**config.mk**
```make
export PLATFORM = sky130hd
export DESIGN_NAME = two_rate_wavetable_sample_generator_core
export DESIGN_NICKNAME = d
export VERILOG_FILES = /design/src/twg_pkg.sv /design/src/twg_csr.sv /design/src/twg_sample.sv /design/src/twg_rate.sv /design/src/two_rate_wavetable_sample_generator_core.sv
export VERILOG_INCLUDE_DIRS = /design/src /design/src/src
export SDC_FILE = /design/constraint.sdc
export NUM_CORES = 1
export LEC_CHECK = 0
export ABC_CLOCK_PERIOD_IN_PS = 7300
export BUFFER_PORTS_ARGS = -buffer_cell sky130_fd_sc_hd__buf_2
export CAP_MARGIN = 30
export CORE_MARGIN = 4
export CORE_UTILIZATION = 63
export CTS_CLUSTER_SIZE = 28
export DETAILED_ROUTE_END_ITERATION = 7
export MAX_ROUTING_LAYER = met4
export PLACE_DENSITY = 0.86
export SLEW_MARGIN = 20
export SYNTH_ARGS = -nofsm -noshare
export SYNTH_HDL_FRONTEND = slang
export SYNTH_SLANG_ARGS = --single-unit
export TNS_END_PERCENT = 5
```
**constraint.sdc**
```tcl
create_clock -name clock -period 7.3 [get_ports clock]
set_clock_uncertainty 0.15 [all_clocks]
set_input_delay 0.365 -clock clock [delete_from_list [all_inputs] [get_ports clock]]
set_output_delay 0.365 -clock clock [all_outputs]
set_load 0.1 [all_outputs]
```
**src/two_rate_wavetable_sample_generator_core_defines.svh**
```systemverilog
// ----------------------------------------------------------------------------
// Assertion macros for the two-rate wavetable sample generator
// Same-cycle and next-cycle implication checks, removable as a group.
// ----------------------------------------------------------------------------
`ifndef TWO_RATE_WAVETABLE_SAMPLE_GENERATOR_CORE_DEFINES_SVH
`define TWO_RATE_WAVETABLE_SAMPLE_GENERATOR_CORE_DEFINES_SVH

`ifndef NO_ASSERTIONS
// antecedent implies consequent in the same cycle
`define TWG_ASSERT_SAME(label, clk, rst, ante, cons) \
   label: assert property (@(posedge clk) disable iff (rst) (ante) |-> (cons)) \
      else $error("twg check failed");
// antecedent implies consequent in the next cycle
`define TWG_ASSERT_NEXT(label, clk, rst, ante, cons) \
   label: assert property (@(posedge clk) disable iff (rst) (ante) |=> (cons)) \
      else $error("twg check failed");
`else
`define TWG_ASSERT_SAME(label, clk, rst, ante, cons)
`define TWG_ASSERT_NEXT(label, clk, rst, ante, cons)
`endif

`endif

```
**src/twg_pkg.sv**
```systemverilog
// ----------------------------------------------------------------------------
// twg_pkg
// Shared types, constants and the sine table for the sample generator.
// ----------------------------------------------------------------------------
package twg_pkg;

   localparam int unsigned ROM_ADDR_W  = 8;
   localparam int unsigned ROM_DEPTH   = 256;
   localparam int unsigned SAMPLE_W    = 8;
   localparam int unsigned DAC_W       = 12;
   localparam int unsigned DAC_SHIFT   = 4;
   localparam int unsigned PRODUCT_W   = 23;
   localparam int unsigned SCALED_W    = 38;

   localparam logic [6:0] RATIO_NONE = 7'd0;
   localparam logic [6:0] RATIO_FULL = 7'd100;

   localparam logic [SAMPLE_W-1:0] SAMPLE_MAX = 8'd255;

   // csr register indexes
   localparam logic [1:0] REG_BIAS      = 2'd0;
   localparam logic [1:0] REG_TWO_TONE  = 2'd1;
   localparam logic [1:0] REG_RATIO     = 2'd2;
   localparam logic [1:0] REG_PERIOD    = 2'd3;

   localparam logic signed [8:0] BIAS_RESET   = 9'sd0;
   localparam logic [6:0]        RATIO_RESET  = 7'd50;
   localparam logic [15:0]       PERIOD_RESET = 16'd1000;

   typedef struct packed {
      logic signed [8:0] bias;
      logic              two_tone_enable;
      logic [6:0]        ratio_percent;
      logic [15:0]       period_ms;
   } twg_cfg_type;

   // first quarter plus peak of the sine table
   localparam logic [7:0] QUARTER_ROM [0:64] = '{
      8'd128, 8'd131, 8'd134, 8'd137, 8'd140, 8'd143, 8'd146, 8'd149, 8'd152, 8'd155,
      8'd158, 8'd162, 8'd165, 8'd167, 8'd170, 8'd173, 8'd176, 8'd179, 8'd182, 8'd185,
      8'd188, 8'd190, 8'd193, 8'd196, 8'd198, 8'd201, 8'd203, 8'd206, 8'd208, 8'd211,
      8'd213, 8'd215, 8'd218, 8'd220, 8'd222, 8'd224, 8'd226, 8'd228, 8'd230, 8'd232,
      8'd234, 8'd235, 8'd237, 8'd238, 8'd240, 8'd241, 8'd243, 8'd244, 8'd245, 8'd246,
      8'd248, 8'd249, 8'd250, 8'd250, 8'd251, 8'd252, 8'd253, 8'd253, 8'd254, 8'd254,
      8'd254, 8'd255, 8'd255, 8'd255, 8'd255
   };

   // full-wave read built from the quarter table by symmetry
   function automatic logic [SAMPLE_W-1:0] rom_read(input logic [ROM_ADDR_W-1:0] addr);
      logic [6:0] pos;
      logic [6:0] mirror;
      logic [7:0] diff;
      logic [SAMPLE_W-1:0] value;
      pos  = addr[6:0];
      diff = 8'd128 - {1'b0, pos};
      if (pos <= 7'd64) begin
         mirror = pos;
      end else begin
         mirror = diff[6:0];
      end
      value = QUARTER_ROM[mirror];
      if (addr[7] && (pos != 7'd0)) begin
         value = SAMPLE_MAX - value;
      end
      return value;
   endfunction

endpackage

```
**src/twg_csr.sv**
```systemverilog
// ----------------------------------------------------------------------------
// twg_csr
// Configuration registers behind the register bus port.
// ----------------------------------------------------------------------------
module twg_csr (
   input  logic                clock,
   input  logic                reset,
   input  logic                csr_psel,
   input  logic                csr_penable,
   input  logic                csr_pwrite,
   input  logic [3:0]          csr_paddr,
   input  logic [31:0]         csr_pwdata,
   output logic [31:0]         csr_prdata,
   output logic                csr_pready,
   output twg_pkg::twg_cfg_type cfg
);
   import twg_pkg::*;

   twg_cfg_type cfg_ff;
   twg_cfg_type cfg_in;
   logic        wr_en;
   logic [1:0]  reg_idx;

   assign reg_idx    = csr_paddr[3:2];
   assign wr_en      = csr_psel && csr_penable && csr_pwrite;
   assign csr_pready = 1'b1;
   assign cfg        = cfg_ff;

   always_comb begin
      cfg_in = cfg_ff;
      if (wr_en) begin
         unique case (reg_idx)
            REG_BIAS:     cfg_in.bias            = $signed(csr_pwdata[8:0]);
            REG_TWO_TONE: cfg_in.two_tone_enable = csr_pwdata[0];
            REG_RATIO:    cfg_in.ratio_percent   = csr_pwdata[6:0];
            REG_PERIOD:   cfg_in.period_ms       = csr_pwdata[15:0];
            default:      cfg_in                 = cfg_ff;
         endcase
      end
   end

   always_comb begin
      unique case (reg_idx)
         REG_BIAS:     csr_prdata = {23'd0, cfg_ff.bias};
         REG_TWO_TONE: csr_prdata = {31'd0, cfg_ff.two_tone_enable};
         REG_RATIO:    csr_prdata = {25'd0, cfg_ff.ratio_percent};
         REG_PERIOD:   csr_prdata = {16'd0, cfg_ff.period_ms};
         default:      csr_prdata = 32'd0;
      endcase
   end

   always_ff @(posedge clock) begin
      if (reset) begin
         cfg_ff.bias            <= BIAS_RESET;
         cfg_ff.two_tone_enable <= 1'b0;
         cfg_ff.ratio_percent   <= RATIO_RESET;
         cfg_ff.period_ms       <= PERIOD_RESET;
      end else begin
         cfg_ff <= cfg_in;
      end
   end

endmodule

```
**src/twg_sample.sv**
```systemverilog
// ----------------------------------------------------------------------------
// twg_sample
// Phase counter, sine table read, bias add and saturation to a DAC code.
// ----------------------------------------------------------------------------
module twg_sample #(
   parameter int unsigned TABLE_DEPTH = 256
) (
   input  logic              clock,
   input  logic              reset,
   input  logic              step,
   input  logic signed [8:0] bias,
   output logic [11:0]       dac_code
);
   import twg_pkg::*;

   localparam int unsigned PHASE_W   = $clog2(TABLE_DEPTH);
   localparam int unsigned REM_W     = $clog2(TABLE_DEPTH);
   localparam int unsigned ADDR_STEP = ROM_DEPTH / TABLE_DEPTH;
   localparam int unsigned REM_STEP  = ROM_DEPTH % TABLE_DEPTH;

   // addr_ff and rem_ff track phase*256 = addr*TABLE_DEPTH + rem
   logic [PHASE_W-1:0]    phase_ff, phase_in;
   logic [ROM_ADDR_W-1:0] addr_ff, addr_in;
   logic [REM_W-1:0]      rem_ff, rem_in;
   logic [REM_W:0]        rem_sum;
   logic                  rem_carry;
   logic [SAMPLE_W-1:0]   rom_val;
   logic signed [9:0]     biased;
   logic [SAMPLE_W-1:0]   sat;

   assign rem_sum   = {1'b0, rem_ff} + (REM_W+1)'(REM_STEP);
   assign rem_carry = rem_sum >= (REM_W+1)'(TABLE_DEPTH);

   always_comb begin
      if (phase_ff == PHASE_W'(TABLE_DEPTH - 1)) begin
         phase_in = '0;
         addr_in  = '0;
         rem_in   = '0;
      end else begin
         phase_in = phase_ff + PHASE_W'(1);
         addr_in  = addr_ff + ROM_ADDR_W'(ADDR_STEP) + ROM_ADDR_W'(rem_carry);
         if (rem_carry) begin
            rem_in = REM_W'(rem_sum - (REM_W+1)'(TABLE_DEPTH));
         end else begin
            rem_in = rem_sum[REM_W-1:0];
         end
      end
   end

   assign rom_val = rom_read(addr_ff);
   assign biased  = $signed({2'b00, rom_val}) + $signed({bias[8], bias});

   always_comb begin
      if (biased < 0) begin
         sat = '0;
      end else if (biased > $signed({2'b00, SAMPLE_MAX})) begin
         sat = SAMPLE_MAX;
      end else begin
         sat = biased[SAMPLE_W-1:0];
      end
   end

   assign dac_code = {sat, DAC_SHIFT'(0)};

   always_ff @(posedge clock) begin
      if (reset) begin
         phase_ff <= '0;
         addr_ff  <= '0;
         rem_ff   <= '0;
      end else if (step) begin
         phase_ff <= phase_in;
         addr_ff  <= addr_in;
         rem_ff   <= rem_in;
      end
   end

endmodule

```
**src/twg_rate.sv**
```systemverilog
// ----------------------------------------------------------------------------
// twg_rate
// Elapsed-time tracking and high/low rate switching for two-tone mode.
// ----------------------------------------------------------------------------
module twg_rate (
   input  logic                 clock,
   input  logic                 reset,
   input  logic                 step,
   input  logic [31:0]          now_ms,
   input  twg_pkg::twg_cfg_type cfg,
   output logic                 rate_low,
   output logic                 rate_next
);
   import twg_pkg::*;

   logic                 low_ff, low_in;
   logic                 armed_ff, armed_in;
   logic                 captured_ff;
   logic [31:0]          start_ff, start_in;
   logic [PRODUCT_W-1:0] product_ff;
   logic [31:0]          elapsed;
   logic [SCALED_W-1:0]  elapsed_x50;
   logic                 past_low_mark;
   logic                 past_full_mark;

   // first tick sees zero elapsed time
   assign elapsed = captured_ff ? (now_ms - start_ff) : 32'd0;

   // elapsed >= floor(P/50) is the same as 50*elapsed + 49 >= P
   assign elapsed_x50 = ({6'd0, elapsed} << 5) + ({6'd0, elapsed} << 4)
                      + ({6'd0, elapsed} << 1) + SCALED_W'(49);
   assign past_low_mark  = elapsed_x50 >= {15'd0, product_ff};
   assign past_full_mark = elapsed >= {15'd0, cfg.period_ms, 1'b0};

   always_comb begin
      low_in   = low_ff;
      armed_in = armed_ff;
      start_in = captured_ff ? start_ff : now_ms;
      if (cfg.two_tone_enable) begin
         if (low_ff) begin
            if ((cfg.ratio_percent != RATIO_NONE) && past_full_mark) begin
               armed_in = 1'b1;
               low_in   = 1'b0;
               start_in = now_ms;
            end
         end else if ((cfg.ratio_percent != RATIO_FULL) && armed_ff) begin
            if (past_low_mark) begin
               armed_in = 1'b0;
               low_in   = 1'b1;
            end
         end
      end
   end

   assign rate_low  = low_ff;
   assign rate_next = low_in;

   always_ff @(posedge clock) begin
      product_ff <= cfg.period_ms * cfg.ratio_percent;
      if (reset) begin
         low_ff      <= 1'b0;
         armed_ff    <= 1'b1;
         captured_ff <= 1'b0;
         start_ff    <= '0;
      end else if (step) begin
         low_ff      <= low_in;
         armed_ff    <= armed_in;
         captured_ff <= 1'b1;
         start_ff    <= start_in;
      end
   end

endmodule

```
**src/two_rate_wavetable_sample_generator_core.sv**
```systemverilog
// ----------------------------------------------------------------------------
// An input transfer reaches the rsp side via the input and result registers.
// Throughput: one tick per cycle, sustained while the result side keeps up.
// Config writes reach the threshold product via the config and product registers.
// Reset: synchronous, active high; clears phase, rate state, start capture and
// the pipeline, and loads register defaults.
// ----------------------------------------------------------------------------
// two_rate_wavetable_sample_generator_core
// Top level: input register, sample and rate logic, result register.
// ----------------------------------------------------------------------------
`include "two_rate_wavetable_sample_generator_core_defines.svh"

module two_rate_wavetable_sample_generator_core #(
   parameter int unsigned TABLE_DEPTH = 256
) (
   input  logic        clock,
   input  logic        reset,
   // input ticks
   input  logic        req_tvalid,
   output logic        req_tready,
   input  logic [31:0] req_tdata,   // [31:0] now_ms
   // results
   output logic        rsp_tvalid,
   input  logic        rsp_tready,
   output logic [15:0] rsp_tdata,   // [11:0] dac_code, [15:12] zero
   output logic        rsp_tuser,   // [0] rate_select
   // configuration
   input  logic        csr_psel,
   input  logic        csr_penable,
   input  logic        csr_pwrite,
   input  logic [3:0]  csr_paddr,
   input  logic [31:0] csr_pwdata,
   output logic [31:0] csr_prdata,
   output logic        csr_pready
);
   import twg_pkg::*;

   twg_cfg_type       cfg;

   // input register
   logic              s1_valid_ff, s1_valid_in;
   logic [31:0]       s1_now_ff;
   // result register
   logic              out_valid_ff, out_valid_in;
   logic [DAC_W-1:0]  out_dac_ff;
   logic              out_rate_ff;

   logic              advance;
   logic              step;
   logic              req_xfer;
   logic [DAC_W-1:0]  dac_code;
   logic              rate_low;
   logic              rate_next;

   // advance the result register whenever it is empty or being taken
   assign advance    = !out_valid_ff || rsp_tready;
   // the held tick moves into the result register: commit its state changes
   assign step       = s1_valid_ff && advance;
   assign req_tready = !s1_valid_ff || advance;
   assign req_xfer   = req_tvalid && req_tready;

   assign s1_valid_in  = req_xfer ? 1'b1 : (advance ? 1'b0 : s1_valid_ff);
   assign out_valid_in = advance ? s1_valid_ff : out_valid_ff;

   twg_csr u_csr (
      .clock       (clock),
      .reset       (reset),
      .csr_psel    (csr_psel),
      .csr_penable (csr_penable),
      .csr_pwrite  (csr_pwrite),
      .csr_paddr   (csr_paddr),
      .csr_pwdata  (csr_pwdata),
      .csr_prdata  (csr_prdata),
      .csr_pready  (csr_pready),
      .cfg         (cfg)
   );

   twg_sample #(
      .TABLE_DEPTH (TABLE_DEPTH)
   ) u_sample (
      .clock    (clock),
      .reset    (reset),
      .step     (step),
      .bias     (cfg.bias),
      .dac_code (dac_code)
   );

   twg_rate u_rate (
      .clock     (clock),
      .reset     (reset),
      .step      (step),
      .now_ms    (s1_now_ff),
      .cfg       (cfg),
      .rate_low  (rate_low),
      .rate_next (rate_next)
   );

   always_ff @(posedge clock) begin
      if (reset) begin
         s1_valid_ff  <= 1'b0;
         out_valid_ff <= 1'b0;
      end else begin
         s1_valid_ff  <= s1_valid_in;
         out_valid_ff <= out_valid_in;
      end
      // payload: hold unless a transfer lands
      if (req_xfer) begin
         s1_now_ff <= req_tdata;
      end
      if (step) begin
         out_dac_ff  <= dac_code;
         out_rate_ff <= rate_next;
      end
   end

   assign rsp_tvalid = out_valid_ff;
   assign rsp_tdata  = {4'd0, out_dac_ff};
   assign rsp_tuser  = out_rate_ff;

   // the low nibble of the DAC code is always clear
   `TWG_ASSERT_SAME(a_dac_nibble, clock, reset, rsp_tvalid, rsp_tdata[3:0] == 4'd0)
   // an empty input stage always takes a transfer
   `TWG_ASSERT_SAME(a_ready_empty, clock, reset, !s1_valid_ff, req_tready)
   // rate state moves only when a tick is committed
   `TWG_ASSERT_NEXT(a_rate_hold, clock, reset, !step, $stable(rate_low))

endmodule
```
=== Yosys cells after proc, flatten, opt, wreduce, memory -nomap -nowiden ===
Memories as Yosys holds them, arrays and structs flattened.
Cells that the tools add are included.

* Output and inout port bits: 52
* Memories: 1
* ROM bits: 1024
* Input bits: 75
* Bits in registers: 158
* Logic and storage cells: 94

{| class="wikitable"
|+ Memories
! name !! words !! width !! read ports !! clocked after Yosys merged registers in !! wr ports !! RTL line !! RTL
|-
| (no name shown) || 128 || 8 || 1 || 0 || 0 || twg_pkg.sv:61 || <nowiki>value = QUARTER_ROM[mirror];</nowiki>
|}

* Multiplexer cells: 26
* Magnitude comparators: 7
* Reductions and logical operators: 24
* Multiply operators: 1
* Bitwise operators: 1
* $add $sub $neg: 11
* Eq/ne operators: 6

{| class="wikitable"
|+ Operator list
! kind !! number
|-
| two-way mux 32 bit || 5
|-
| case mux 32 bit (4 select lines) || 1
|-
| two-way mux 8 bit || 8
|-
| adder 37 x 36 -> 38 bit || 1
|-
| adder 38 x 33 -> 38 bit || 1
|-
| adder 38 x 6 -> 38 bit (second input constant) || 1
|-
| >= comparator 38 x 23 -> 1 bit || 1
|-
| >= comparator 32 x 17 -> 1 bit || 1
|-
| subtractor 32 bit || 1
|-
| multiplier 16 x 7 -> 23 bit || 1
|-
| adder 8 x 1 -> 8 bit (second input constant) || 2
|-
| nonzero test 7 bit || 2
|-
| two-way mux 1 bit || 11
|-
| adder 9 x 9 -> 10 bit || 1
|-
| greater-than comparator 10 x 9 -> 1 bit (second input constant) || 1
|-
| less-than comparator 10 x 1 -> 1 bit (second input constant) || 1
|-
| AND reduction 2 bit || 5
|-
| >= comparator 8 x 9 -> 1 bit (second input constant) || 1
|-
| adder 8 x 1 -> 8 bit || 1
|-
| equality test 8 bit (second input constant) || 1
|-
| >= comparator 8 bit (second input constant) || 1
|-
| inverter 7 -> 8 bit || 1
|-
| nonzero test 2 bit || 4
|-
| subtractor 8 x 1 -> 8 bit (second input constant) || 1
|-
| 13 further kinds || 22
|}

=== Depth between registers and ports, before layout ===
* Word-level depth: 11
* Gate-level depth with buffers: 34
* Mapped depth without buffers: 34

=== Cells and area by module ===
A second synthesis with hierarchy kept.

* Cells, all modules: 1911
* Area, all modules: 16567.1 um2

{| class="wikitable"
|+ Modules (own cells, without submodules)
! module !! sequential area each (um2) !! cells each !! instances !! area an instance (um2)
|-
| twg_rate || 1161.1 || 1358 || 1 || 11020.6
|-
| twg_sample || 320.3 || 300 || 1 || 2313.5
|-
| twg_csr || 660.6 || 193 || 1 || 1744.2
|-
| two_rate_wavetable_sample_generator_core || 1391.3 || 60 || 1 || 1488.9
|}

=== Worst setup path after synthesis ===
OpenSTA, ideal clock, no wires.

* Kind: reg-to-reg
* From: register s1_now_ff[0]
* To: register out_rate_ff (netlist: rsp_tuser) (data pin)
* Clock period less this slack: 6.761 ns
* Stages on the path, launching flop included: 33
* Buffers on the path: 0
* Path slack: 0.539 ns
* Library setup time: 0.263 ns
* Data required time: 6.887 ns
* Arrival time: 6.348 ns
* Path through: edfxtp_1 -> inv_1 -> ha_1 -> fa_1 -> nor2b_1 -> o21ai_1 -> a21boi_0 -> o21ai_0 -> a21oi_1 -> a21o_1 -> a21oi_1 -> xnor2_1 -> and2_1 -> inv_1 -> fa_1 -> inv_1 -> ha_1 -> ha_1 -> o21ai_0 -> a311oi_1 -> o21ai_0 -> o21ai_0 -> xnor2_1 -> ha_1 -> a21o_1 -> a21o_1 -> a22o_1 -> o21a_1 -> a2111oi_2 -> nand4_1 -> nor4b_2 -> nand3_1 -> o2bb2ai_1

* Longest elaborated chain between the ends: 10
* Elaborated cells between the ends (all ways): 13
* Those cells by class: add/sub: 4; order compare: 2; mux: 6; reduce/logical: 1

{| class="wikitable"
|+ RTL lines
! element !! RTL line !! RTL
|-
| from (decl) || two_rate_wavetable_sample_generator_core.sv:42 || <nowiki>logic [31:0] s1_now_ff;</nowiki>
|-
| from (signal assigned) || two_rate_wavetable_sample_generator_core.sv:108 || <nowiki>s1_now_ff <= req_tdata;</nowiki>
|-
| subtractor 32 bit (*) || twg_rate.sv:27 || <nowiki>assign elapsed = captured_ff ? (now_ms - start_ff) : 32'd0;</nowiki>
|-
| two-way mux 32 bit (*) || twg_rate.sv:27 ||
|-
| adder 37 x 36 -> 38 bit || twg_rate.sv:30 || <nowiki>assign elapsed_x50 = ({6'd0, elapsed} << 5) + ({6'd0, elapsed} << 4)</nowiki>
|-
| adder 38 x 33 -> 38 bit || twg_rate.sv:31 || <nowiki>+ ({6'd0, elapsed} << 1) + SCALED_W'(49);</nowiki>
|-
| adder 38 x 6 -> 38 bit || twg_rate.sv:31 ||
|-
| >= comparator 38 x 23 -> 1 bit || twg_rate.sv:32 || <nowiki>assign past_low_mark = elapsed_x50 >= {15'd0, product_ff};</nowiki>
|-
| two-way mux 1 bit || twg_rate.sv:47 || <nowiki>if (past_low_mark) begin</nowiki>
|-
| two-way mux 1 bit || twg_rate.sv:46 || <nowiki>end else if ((cfg.ratio_percent != RATIO_FULL) && armed_ff) begin</nowiki>
|-
| two-way mux 1 bit (*) || twg_rate.sv:40 || <nowiki>if (low_ff) begin</nowiki>
|-
| two-way mux 1 bit (*) || twg_rate.sv:39 || <nowiki>if (cfg.two_tone_enable) begin</nowiki>
|-
| net rate_next || two_rate_wavetable_sample_generator_core.sv:53 || <nowiki>logic rate_next;</nowiki>
|-
| to (signal assigned) || two_rate_wavetable_sample_generator_core.sv:112 || <nowiki>out_rate_ff <= rate_next;</nowiki>
|-
| to (decl) || two_rate_wavetable_sample_generator_core.sv:46 || <nowiki>logic out_rate_ff;</nowiki>
|}

The timed path passes the listed nets; every way through them passes the cells marked *.
A chain may end at the register's enable or synchronous reset.

=== Worst setup path in the final report ===
Same ends and word-level chain as after synthesis.

==> metrics.csv <==
stage;metric;value;unit
logic_synthesis;Yosys warnings;0;
die;Die Wd;167.8;µm
placement;I/O Buffers;83;
cells_and_area;area grow syn2layout;12.34;%
detailed_routing;DRC violations left;2;
logic_synthesis;fraction of registers with async set/reset;0;%
logic_synthesis;top cell type's share of synthesized area;15.79;%
power;Int Pwr;1.938;mW
timing;count of final max-slew check failures;0;
die;Row Count;58;
detailed_routing;number of DRC violations after detailed-routing iteration 0;1153;
worst_setup_path;crit path launch type;flop;
logic_synthesis;Cells after Synth;1903;
clocking;CTS Buf Count;17;
worst_setup_path;critical path class;flop to flop;
detailed_routing;vias per cell;6.072;
logic_synthesis;Synth Cell Area;0.01608;mm²
logic_synthesis;Yosys cell types;89;
grt;initial antenna violation count;0;
worst_setup_path;Worst path slowest cell;fa_1;
cells_and_area;fraction of layout cells with a size suffix above 1;12.27;%
status;outcome;finished, violations left;
clocking;CTS tree;yes;
detailed_routing;Via Count;14290;
timing;fmax;141.0;MHz
worst_setup_path;Worst path max stage delay;0.41;ns
logic_synthesis;Main synth FF type;dfxtp_1;
detailed_routing;Avg WL per Cell;17.95;µm
clocking;clk buf depth;2;
power;PwrDens;173.3;mW/mm²
logic_synthesis;number of synthesized register bits;150;
grt;global-route wire length before repair;68.92;mm
status;failing checks;design-rule violations;
die;Ports;127;
timing;Hold Slack;0.01816;ns
die;Initial Utilization;63.87;%
worst_setup_path;Critical Path End Type;flop;
placement;final RePlAce weighted congestion;0.9475;
timing;final period utilization;97.14;%
grt;largest net degree at the start of global routing;79;
timing;Final setup viols;0;
grt;vias in the first global route;14270;
logic_synthesis;Syn Area/Cell;8.451;µm²
power;sw frac;38.11;%
clocking;Clock Latency Late Sink;0.44;ns
cells_and_area;layout net count;2386;
power;leakage;8.655;nW
die;Core Area;0.02518;mm²
logic_synthesis;Yosys top cell by area;ha_1;
power;sequential cell fraction of total power;30.3;%
clocking;clock root cell;clkbuf_16;
timing;Least-Margin Pin Slew;1.011;ns
timing;worst slew margin relative to its limit;32.50;%
power;Sw Pwr;1.193;mW
detailed_routing;Detailed Routing Iterations Pass 1;8;
logic_synthesis;leading post-synthesis cells by cell area;ha_1 16%, dfxtp_1 14%, fa_1 12%;
logic_synthesis;top-count cell post-synth;inv_1;
grt;Total GRT Usage;30.26;%
power;clock network fraction of total power;28.8;%
clocking;H-tree lvl count;4;
die;Die H;167.8;µm
clocking;clk slew on worst S/H paths;0.08;ns
detailed_routing;WL final;42.24;mm
worst_setup_path;WP data arrival;7.13;ns
power;combinational share of power;41.0;%
worst_setup_path;worst-path fanout max;4;
detailed_routing;Routed Antenna Nets;0;
logic_synthesis;Synth top cells by count;219 x inv_1, 203 x ha_1, 178 x nand2_1;
clocking;clock sink count;150;
worst_setup_path;worst path required time;7.34;ns
logic_synthesis;sequential fraction of the synthesis area;21.22;%
timing;Final Hold Fails;0;
grt;GRT Residual Overflow;0;
min_path;worst min-delay path category;primary input to flop;
placement;DP HPWL;31.15;mm
run;Max-Cap Viols;0;
cells_and_area;design area;0.01807;mm²
logic_synthesis;Post-synth EDFFs;41;
worst_setup_path;cell mode on critical path;ha_1;
power;Max VDD drop;0.0002283;V
placement;area post-placement;0.01688;mm²
timing;final critical-path required period;7.091;ns
die;full die area;0.02815;mm²
registers in the layout, summed over array words and instances, names as in the netlist, 8 cells and up:
signal             count
u_rate.start_ff       32
u_sample.phase_ff      8
u_sample.addr_ff       8
u_csr.cfg             33
s1_now_ff             32
out_dac_ff             8
u_rate.product_ff     23
layout make-up:
cell class,count,area (µm²)
sequential,150,3413
multi-input combinational,1443,11620
inverter,220,825.8
timing repair buffer,176,1194
tap,330,412.9
antenna,2,5.005
fill,1780,7114
clock inverter,9,75.07
clock buffer,23,521.8
through the flow:
stage / util (%) / worst slack (ns) / instances / power (mW) / TNS (ns)
final: 71.75 / 0.2089 / 2353 / 3.131 / 0
after global routing: 71.73 / -0.08456 / 2351 / 3.307 / -0.1099
after CTS: 70.79 / -0.003046 / 2347 / 3.074 / -0.003046
after detailed placement: 67.05 / -0.2301 / 2282 / 2.157 / -0.4144
after global placement: 67.05 / 0.03907 / 2282 / 2.115 / 0
after floorplan: - / 0.5392 / 1926 / 1.876 / 0
critical path, delay by kind of cell (launching register included):
family | cells | cell delay (ns)
AO/OA/AOI/OAI | 14 | 2.58
XOR/XNOR | 2 | 0.31
buffers and inverters | 3 | 0.31
adder cells (fa/ha/maj) | 6 | 1.99
AND/OR/NAND/NOR | 6 | 1.15
flip-flops | 1 | 0.37
cell families (layout without fill, tap and decap cells):
group,Yosys count,after routing,synth area share (%)
compound gates,432,432,17.78
fa+ha+maj,304,304,28.30
other cells,2,27,0.04670
mux,28,28,1.953
buf+inv,333,428,8.550
simple gates,565,565,17.30
xor+xnor,89,89,4.847
flops,150,150,21.22
worst paths after layout:
kind,from,endpoint,slack [ns],depth (start not counted)
min,req_tvalid,s1_valid_ff$_SDFFE_PP0P_,0.02,3
min reg2reg,u_rate.start_ff[9]$_SDFFE_PP0P_,u_rate.start_ff[9]$_SDFFE_PP0P_,0.33,2
max,s1_now_ff[0]$_DFFE_PP_,rsp_tuser$_DFFE_PP_,0.21,31
max reg2reg,s1_now_ff[0]$_DFFE_PP_,rsp_tuser$_DFFE_PP_,0.21,31
power groups by stage:
| stage | Clock, mW | Sequential, mW | Combinational, mW |
|---|---|---|---|
| after CTS | 0.899 | 0.946 | 1.23 |
| after global routing | 0.938 | 0.952 | 1.42 |
| after floorplan | 0 | 0.963 | 0.913 |
| after detailed placement | 0 | 0.963 | 1.19 |
| final | 0.900 | 0.948 | 1.28 |
| after global placement | 0 | 0.960 | 1.15 |
routing by layer:
metal | part of all wire, % | track usage, % | vias to the layer above
met5 | 0 | - | -
met4 | 3.6 | 11.40 | 0
met3 | 6.9 | 5.001 | 147
met2 | 48 | 49.81 | 588
met1 | 41 | 37.67 | 6849
li1 | - | - | 6704
repair_timing:
action,in CTS,in global routing
endpoints found under the hold margin,33,0
pin swaps,3,18
hold buffers,33,0
gates resized for setup,5,53
buffers inserted,0,2
endpoints found under the setup margin,3,3
cell usage in the layout, fill, tap and decap left out, types with 7 or more instances in the layout:
cell | netlist | layout
ha_1 | 203 | 200
nand2b_1 | 20 | 20
o21a_1 | 13 | 13
o31ai_1 | 11 | 9
a211o_1 | 12 | 12
or3_1 | 8 | 8
clkbuf_16 | 0 | 20
nor2_1 | 109 | 108
o21bai_1 | 8 | 8
and3_1 | 19 | 19
conb_1 | 2 | 25
nand3_1 | 76 | 73
a22o_1 | 8 | 8
edfxtp_1 | 41 | 41
and2_1 | 52 | 51
o21ai_0 | 83 | 70
nand2_1 | 178 | 177
a31oi_1 | 7 | 7
mux2_2 | 7 | 7
buf_4 | 26 | 58
mux2i_1 | 19 | 19
o211ai_1 | 11 | 11
dlygate4sd3_1 | 0 | 33
nor3_1 | 24 | 20
nor2b_1 | 20 | 19
fa_1 | 100 | 100
a21o_1 | 57 | 57
xnor2_1 | 58 | 58
dfxtp_1 | 109 | 109
nand4_1 | 19 | 19
o21ai_1 | 3 | 10
a211oi_1 | 13 | 12
buf_2 | 10 | 83
a21oi_1 | 137 | 133
inv_1 | 219 | 218
or2_2 | 10 | 10
xor2_1 | 31 | 31
Power figures use the tool's default switching activity.
